$ cat src/hw/rtl/b3h_pkg.sv
// shared types, constants and helper functions of the hash engine
// no dependencies; imported by every module of the block but b3h_ram
package b3h_pkg;

   // chunk and node flags
   localparam logic [3:0] FLAG_CHUNK_START = 4'b0001;
   localparam logic [3:0] FLAG_CHUNK_END   = 4'b0010;
   localparam logic [3:0] FLAG_PARENT      = 4'b0100;
   localparam logic [3:0] FLAG_ROOT        = 4'b1000;

   localparam logic [6:0] BLOCK_BYTES   = 7'd64;
   localparam logic [3:0] LAST_BLOCK    = 4'd15;
   localparam logic [4:0] LAST_PHASE    = 5'd27;
   localparam logic [2:0] MAX_BYTES     = 3'd4;
   localparam logic [4:0] MAX_WORDS     = 5'd16;
   localparam logic [4:0] DIGEST_RESET  = 5'd8;

   // initial chaining value
   function automatic logic [31:0] iv_word(input logic [2:0] idx);
      logic [31:0] w;
      case (idx)
         3'd0: w = 32'h6a09e667;
         3'd1: w = 32'hbb67ae85;
         3'd2: w = 32'h3c6ef372;
         3'd3: w = 32'ha54ff53a;
         3'd4: w = 32'h510e527f;
         3'd5: w = 32'h9b05688c;
         3'd6: w = 32'h1f83d9ab;
         default: w = 32'h5be0cd19;
      endcase
      return w;
   endfunction

   // message word schedule between rounds
   function automatic logic [3:0] perm_idx(input logic [3:0] idx);
      logic [3:0] p;
      case (idx)
         4'd0: p = 4'd2;
         4'd1: p = 4'd6;
         4'd2: p = 4'd3;
         4'd3: p = 4'd10;
         4'd4: p = 4'd7;
         4'd5: p = 4'd0;
         4'd6: p = 4'd4;
         4'd7: p = 4'd13;
         4'd8: p = 4'd1;
         4'd9: p = 4'd11;
         4'd10: p = 4'd12;
         4'd11: p = 4'd5;
         4'd12: p = 4'd9;
         4'd13: p = 4'd14;
         4'd14: p = 4'd15;
         default: p = 4'd8;
      endcase
      return p;
   endfunction

   typedef enum logic [4:0] {
      S_IDLE, S_BYTE, S_BLK_RND, S_BLK_DONE, S_CH_RND, S_MERGE, S_MG_PARENT,
      S_MG_LOAD, S_MG_RND, S_PUSH, S_FIN, S_FIN_LOAD, S_FIN_RND, S_FIN_PARENT,
      S_ROOT_RND, S_OUT
   } state_type;

   typedef enum logic [3:0] {
      OP_IDLE, OP_LATCH, OP_INSERT, OP_LOAD, OP_ROUND, OP_BLK_DONE, OP_POP,
      OP_PARENT, OP_PUSH, OP_FIN_INIT, OP_OUT_NEXT, OP_CLEAR
   } op_type;

   typedef enum logic [1:0] {
      SRC_BLOCK, SRC_CHUNK, SRC_NODE
   } src_type;

   typedef struct packed {
      op_type  op;
      src_type src;
      logic    root;
   } cmd_type;

   typedef struct packed {
      logic bytes_left;
      logic last;
      logic full;
      logic blk_last;
      logic stk_empty;
      logic total_even;
      logic rnd_done;
      logic out_last;
   } sts_type;

endpackage

$ cat src/hw/rtl/b3h_ctrl.sv
// sequencer of the hash engine: byte loading, compressions, merges, digest
// depends on b3h_pkg
module b3h_ctrl import b3h_pkg::*; (
   input  logic    clock,
   input  logic    reset,
   input  logic    in_valid,
   output logic    in_ready,
   output logic    out_valid,
   input  logic    out_ready,
   input  sts_type sts,
   output cmd_type cmd
);

   state_type state_ff, state_in;

   // state register
   always_ff @(posedge clock) begin
      if (reset) begin
         state_ff <= S_IDLE;
      end else begin
         state_ff <= state_in;
      end
   end

   // next state and commands
   always_comb begin
      state_in  = state_ff;
      cmd.op    = OP_IDLE;
      cmd.src   = SRC_NODE;
      cmd.root  = 1'b0;
      in_ready  = 1'b0;
      out_valid = 1'b0;
      case (state_ff)
         S_IDLE: begin
            in_ready = 1'b1;
            if (in_valid) begin
               cmd.op   = OP_LATCH;
               state_in = S_BYTE;
            end
         end
         S_BYTE: begin
            if (!sts.bytes_left) begin
               if (sts.last) begin
                  cmd.op   = OP_FIN_INIT;
                  state_in = S_FIN;
               end else begin
                  state_in = S_IDLE;
               end
            end else if (sts.full) begin
               cmd.op = OP_LOAD;
               if (sts.blk_last) begin
                  cmd.src  = SRC_CHUNK;
                  state_in = S_CH_RND;
               end else begin
                  cmd.src  = SRC_BLOCK;
                  state_in = S_BLK_RND;
               end
            end else begin
               cmd.op = OP_INSERT;
            end
         end
         S_BLK_RND: begin
            cmd.op = OP_ROUND;
            if (sts.rnd_done) state_in = S_BLK_DONE;
         end
         S_BLK_DONE: begin
            cmd.op   = OP_BLK_DONE;
            state_in = S_BYTE;
         end
         S_CH_RND: begin
            cmd.op = OP_ROUND;
            if (sts.rnd_done) state_in = S_MERGE;
         end
         S_MERGE: begin
            if (sts.total_even && !sts.stk_empty) begin
               cmd.op   = OP_POP;
               state_in = S_MG_PARENT;
            end else begin
               state_in = S_PUSH;
            end
         end
         S_MG_PARENT: begin
            cmd.op   = OP_PARENT;
            state_in = S_MG_LOAD;
         end
         S_MG_LOAD: begin
            cmd.op   = OP_LOAD;
            state_in = S_MG_RND;
         end
         S_MG_RND: begin
            cmd.op = OP_ROUND;
            if (sts.rnd_done) state_in = S_MERGE;
         end
         S_PUSH: begin
            cmd.op   = OP_PUSH;
            state_in = S_BYTE;
         end
         S_FIN: begin
            if (!sts.stk_empty) begin
               cmd.op   = OP_POP;
               state_in = S_FIN_LOAD;
            end else begin
               cmd.op   = OP_LOAD;
               cmd.root = 1'b1;
               state_in = S_ROOT_RND;
            end
         end
         S_FIN_LOAD: begin
            cmd.op   = OP_LOAD;
            state_in = S_FIN_RND;
         end
         S_FIN_RND: begin
            cmd.op = OP_ROUND;
            if (sts.rnd_done) state_in = S_FIN_PARENT;
         end
         S_FIN_PARENT: begin
            cmd.op   = OP_PARENT;
            state_in = S_FIN;
         end
         S_ROOT_RND: begin
            cmd.op = OP_ROUND;
            if (sts.rnd_done) state_in = S_OUT;
         end
         S_OUT: begin
            out_valid = 1'b1;
            if (out_ready) begin
               if (sts.out_last) begin
                  cmd.op   = OP_CLEAR;
                  state_in = S_IDLE;
               end else begin
                  cmd.op = OP_OUT_NEXT;
               end
            end
         end
         default: begin
            state_in = S_IDLE;
         end
      endcase
   end

endmodule

$ cat config.mk
export PLATFORM = sky130hd
export DESIGN_NAME = b3h_ctrl
export DESIGN_NICKNAME = d
export VERILOG_FILES = /design/src/hw/rtl/b3h_pkg.sv /design/src/hw/rtl/b3h_ctrl.sv
export SDC_FILE = /design/constraint.sdc
export NUM_CORES = 1
export LEC_CHECK = 0
export BUFFER_PORTS_ARGS = -buffer_cell sky130_fd_sc_hd__buf_2
export CORE_MARGIN = 2
export CORE_UTILIZATION = 36
export DETAILED_ROUTE_END_ITERATION = 16
export PLACE_DENSITY = 0.62
export SYNTH_ARGS = -nofsm -noshare
export SYNTH_HDL_FRONTEND = slang
export SYNTH_SLANG_ARGS = --single-unit
$ cat constraint.sdc
create_clock -name clock -period 2.3 [get_ports clock]
set_clock_uncertainty 0.2 [all_clocks]
set_input_delay 0.23 -clock clock [delete_from_list [all_inputs] [get_ports clock]]
set_output_delay 0.23 -clock clock [all_outputs]
set_load 0.02 [all_outputs]
==> results of run 1 <==
[routing by layer]
metal  wire length (um)  vias up  global-route usage [%]
li1                   -      361                       -
met1                800      337                    25.2
met2                791       29                    28.2
met3                110        6                    1.98
met4                 25        0                    7.65
met5                  0        -                       0
[path summary, 6_finish.rpt]
check              start          end  cells past startpoint
max          state_ff[2]       cmd[3]                      5
min                reset  state_ff[1]                      2
max reg2reg  state_ff[2]  state_ff[3]                      5
min reg2reg  state_ff[2]  state_ff[2]                      2
[per-stage QoR]
| step | std cells | cell area (um2) | total power [mW] | hold slack, ps | util, % |
|---|---|---|---|---|---|
| global route | 118 | 744 | 0.865 | 34.7 | 47.8 |
| detailed placement | 115 | 718 | 0.694 | 289 | 46.1 |
| floorplan | 83 | 618 | 0.566 | 126 | - |
| global placement | 115 | 718 | 0.698 | 292 | 46.1 |
| finish | 118 | 744 | 0.799 | 26.9 | 47.8 |
| CTS | 118 | 741 | 0.789 | 37.8 | 47.5 |
[cells in the mapped netlist (2+ instances only)]
master / instances
nand2_1: 6
inv_1: 5
nand3_1: 5
clkbuf_1: 4
dfxtp_1: 4
nor2_1: 4
o211ai_1: 4
o21ai_0: 4
nand2b_1: 3
nor2b_1: 3
a21oi_1: 2
a22oi_1: 2
and3_1: 2
buf_6: 2
nor3_1: 2
nor3b_1: 2
o21ai_1: 2
o221a_1: 2
[logic make-up (layout without fill, tap and decap cells)]
family	Yosys count	in the layout
AO/OA/AOI/OAI	30	30
XOR/XNOR	1	1
buffers and inverters	13	32
flip-flops	4	4
multiplexers	1	1
AND/OR/NAND/NOR	34	34
[power by group]
part	total (mW)	switching [mW]	internal (mW)	leakage, nW
logic	0.532	0.307	0.226	0.254
registers	0.171	0.0760	0.0950	0.0341
clock network	0.0959	0.0369	0.0589	0.0138
[worst max-delay path: cells and delay by family, from the launching register on]
family                 cells  cell delay, ps
AO/OA/AOI/OAI              1             100
buffers and inverters      1             190
flip-flops                 1             390
AND/OR/NAND/NOR            3             730
[layout make-up]
type | count | share of cell area (%)
Tap cell | 16 | 2.69
Clock buffer | 3 | 3.03
Sequential cell | 4 | 11.3
Inverter | 6 | 3.03
Multi-Input combinational cell | 66 | 63.5
Timing Repair Buffer | 23 | 16.5
[timing repair]
action	4_1_cts	5_1_grt
buffers inserted	0	0
resized for setup	0	3
endpoints found under the setup margin	0	2
==> run metrics, run 1 <==
final setup margin=204 ps; Setup-failing EPs final=0; initial antenna violation count=0; synthesized area=between 600 and 700 um2; worst-path fanout max=13; vias in the first global route=625; commonest cells after routing, fill and taps aside=20 x buf_2, 6 x nand2_1, 5 x nand3_1, 5 x inv_1; NumNets Final=116; Storage cell area=83.8 um2; share of async-settable or async-resettable flops after synthesis=0%; biggest regs=state_ff x4; post-synthesis simple-gate area fraction=32.4%; Worst path max stage delay=around 430 ps; DIE HEIGHT=between 40 and 50 um; CP Data Required Time=between 1500 and 2000 ps; Gate Count Post-Synth=83; max reg flops=4; Yosys Warn Count=0; FMAX=approximately 480 MHz; area taken by multi-input logic gates=473 um2; final max-slew violation count=0; die width=45.4 um; Post-synth EDFFs=0; post-DP HPWL=1280 um; kind of critical path=reg2out; # IOs=21; Final min period=2100 ps; Yosys top cell by area=dfxtp_1; min-delay worst type=in2reg; crit path cell chain=or3b_4 -> nor2_2 -> nand2_1 -> o2111ai_1 -> buf_2; register area share after synthesis=between 10% and 20%; Place WS=about 330 ps; n_diodes=0; clock sinks=4; area fraction in compound gates after synthesis=approximately 41%; area of the core=roughly 1600 um2; share of cells above drive strength 1=37.3%; largest net degree at the start of global routing=19; clock transition at the registers of the reported paths=about 50 ps; WP data arrival=1670 ps; H-Tree Depth=1; vias after detailed routing=733; setup TNS=0 ps; Area growth syn-to-layout=20.4%; TritonCTS Buffers=3; main flop type after synthesis=dfxtp_1; Pre-Repair DR Iteration Count=4; CP Capture Type=output port; Root Driver=clkbuf_4; commonest non-fill, non-tap cell in the layout=buf_2; routed length per placed instance=14.6 um; Clock Latency Late Sink=250 ps; post-route ant nets=0; synth top area cells=dfxtp_1 13%, o211ai_1 4.9%, nand3_1 4.0%, buf_6 3.6%, nand2_1 3.6%; Lkg Pwr=0.302 nW; RSZ-0062 raised after global routing=no; number of library cell types mapped by synthesis=43; post-synthesis mux area share=between 1.5 and 2%; Total Routed Length=1730 um; Syn Nets=95; status=finished, final reports clean; grt total ovfl=0; Pwr per Cell Area=1070 nW/um2; fill count=154; area of the die=2060 um2; adder-cell share of the synthesized area=0%; port bufs=20; num rows=14; vias per cell=6.21; Max-cap violations=0; Yosys reg bits=4; final hold violations=0; Setup crit start kind=flop; Worst Tran Pin Value=352 ps; global-route wire length before repair=~2800 um; clk buf depth=2; CTS tree=yes; Overall Global Routing Usage=18.2%; setup slack, reg-to-reg=430 ps; initial DRC count=23; GPL Wtd Cong=about 0.8; Post-Synth XOR/XNOR Area=1.42%; Mean Syn Cell Area=7.45 um2; slowest cell on the critical path=or3b_4; largest family of logic cells by synthesized area=compound AO/OA/AOI/OAI gates; initial core utilization=just under 40%; Post-CTS Hold Buffers=0; Peak VDD IR=0.325 mV; Yosys top cell area share=13.0%; relative slew slack=76.3%; Reg with most FFs=state_ff; drt drc=0; part of the cycle the worst path needs=91.1%
Note: power is estimated with default switching activity, not from simulation.
==> run 2: changes to the inputs <==
Settings changed: CORE_AREA from default to 2 2 39 41, CORE_MARGIN 2 to default, CORE_UTILIZATION 36 to default, DIE_AREA from default to 0 0 41 43, PLACE_DENSITY 0.62 to 0.77.
Clock period 2.3 ns to 2.7 ns, I/O delays scaled along.
==> run 2 against run 1 <==
  * Non-clock buffer count decreased by 3
  * Hold slack improved by 71 ps
  * Sequential cell count unchanged
  * Combinational power decreased by 22%
  * First-iteration DRC count fell by 4.3%
  * Final area fell by 3.5%
  * Worst setup slack improved by 120 ps
  * Core utilization increased by 4.1 points
  * Largest cell class unchanged
  * Largest power group unchanged
  * Highest routed layer is now met3
==> run metrics, run 2 (synthesized netlist as in run 1, its figures left out) <==
status=finished, final reports clean; commonest cells after routing, fill and taps aside=20 x buf_2, 6 x nand2_1, 5 x nand3_1, 5 x inv_1; logic gate share of total power=63.3%; post-DP HPWL=roughly 1300 um; port bufs=20; share of cells above drive strength 1=between 30% and 40%; Pint=0.303 mW; Setup-failing EPs final=0; max reg flops=4; initial core utilization=44.7%; Overall Global Routing Usage=19.9%; Reg with most FFs=state_ff; Bufs and invs on worst path=1; num rows=14; Root Driver=clkbuf_4; WP data arrival=between 1500 and 2000 ps; Post-CTS Hold Buffers=0; Worst Tran Pin Value=752 ps; Place WS=559 ps; vias in the first global route=603; Final min period=between 2000 and 2500 ps; Max-cap violations=0; Worst path top cell family by delay=flip-flops; DIE HEIGHT=approximately 43 um; TritonCTS Buffers=3; CTS tree=yes; drt drc=0; biggest regs=state_ff x4; Pre-Repair DR Iteration Count=4; die width=between 40 and 50 um; setup slack, reg-to-reg=550 ps; # IOs=21; RSZ-0062 raised after global routing=no; post-route ant nets=0; final hold violations=0; met3 Resource Use GR=0.524%; setup TNS=0 ps; slowest cell on the critical path=dfxtp_1; Peak VDD IR=0.359 mV; routing usage on met1=26.0%; grt total ovfl=0; Total Routed Length=1700 um; grt peak-use layer=met2; final max-slew violation count=0; min-delay worst type=in2reg; Setup crit start kind=flop; GR Util met2=34.1%; relative slew slack=between 40% and 50%; FMAX=420 MHz; setup bufs post-CTS=0; area of the die=1760 um2; CP Data Required Time=2230 ps; Net Switching=0.348 mW; routed length per placed instance=14.8 um; crit path cell chain=nor2_1 -> a21oi_1 -> o2bb2ai_1 -> o2111ai_1 -> buf_2; Worst path max stage delay=800 ps; Pwr per Cell Area=~910 nW/um2; Lkg Pwr=0.284 nW; area of the core=1380 um2; CP Capture Type=output port; vias after detailed routing=around 740; H-Tree Depth=1; Post-CTS Resized=0; GPL Wtd Cong=0.814; clk buf depth=2; clock sinks=4; NumNets Final=about 110; largest net degree at the start of global routing=25; kind of critical path=reg2out; Area growth syn-to-layout=16.2%; worst-path fanout max=24; part of the cycle the worst path needs=88.1%; Clock Latency Late Sink=220 ps; initial antenna violation count=0; n_diodes=0; Clk pwr share=10.6%; global-route wire length before repair=2530 um; clock transition at the registers of the reported paths=30 ps; initial DRC count=22; vias per cell=around 6.4; Seq pwr share=26.1%; commonest non-fill, non-tap cell in the layout=buf_2; final setup margin=321 ps; Sw Share=53.5%
-- run 2: cell type report --
class / instances / area, um2
Clock buffer: 3 / 22.5
Inverter: 6 / 22.5
Sequential cell: 4 / 80.1
Tap cell: 16 / 20.0
Multi-Input combinational cell: 66 / 473
Timing Repair Buffer: 20 / 100
Fill cell: 141 / 666
-- run 2: final timing paths --
path                    start  cells past startpoint           to
setup / recovery  state_ff[3]                      5       cmd[3]
hold / removal          reset                      2  state_ff[1]
setup reg to reg  state_ff[3]                      4  state_ff[3]
hold reg to reg   state_ff[0]                      2  state_ff[0]
-- run 2: metal layers --
layer | part of all wire (%) | up-vias
li1 | - | 358
met1 | 45 | 355
met2 | 50 | 26
met3 | 5.4 | 0
met4 | 0 | 0
met5 | 0 | -
-- run 2: per-stage QoR --
step | utilization, % | hold slack [ps] | cell area, um2 | cells | total power, mW
5_1_grt | 51.9 | 98.7 | 718 | 115 | 0.699
6_report | 51.9 | 97.4 | 718 | 115 | 0.652
3_3_place_gp | 50.3 | 328 | 696 | 112 | 0.561
3_5_place_dp | 50.3 | 332 | 696 | 112 | 0.577
4_1_cts | 51.9 | 94.5 | 718 | 115 | 0.648
2_1_floorplan | - | 166 | 618 | 83 | 0.482
-- run 2: power groups by stage --
stage | registers (mW) | logic, mW | clock network, mW
floorplan | 0.0978 | 0.384 | 0
global placement | 0.168 | 0.393 | 0
detailed placement | 0.168 | 0.408 | 0
CTS | 0.167 | 0.409 | 0.0711
global route | 0.177 | 0.446 | 0.0756
finish | 0.170 | 0.413 | 0.0691
-- run 2: worst reg2reg max path: stages, from the launching register on --
cell and delay, ps:
dfxtp_1 800, nor4_2 130, a22o_1 320, a211o_4 350
o221a_1 230
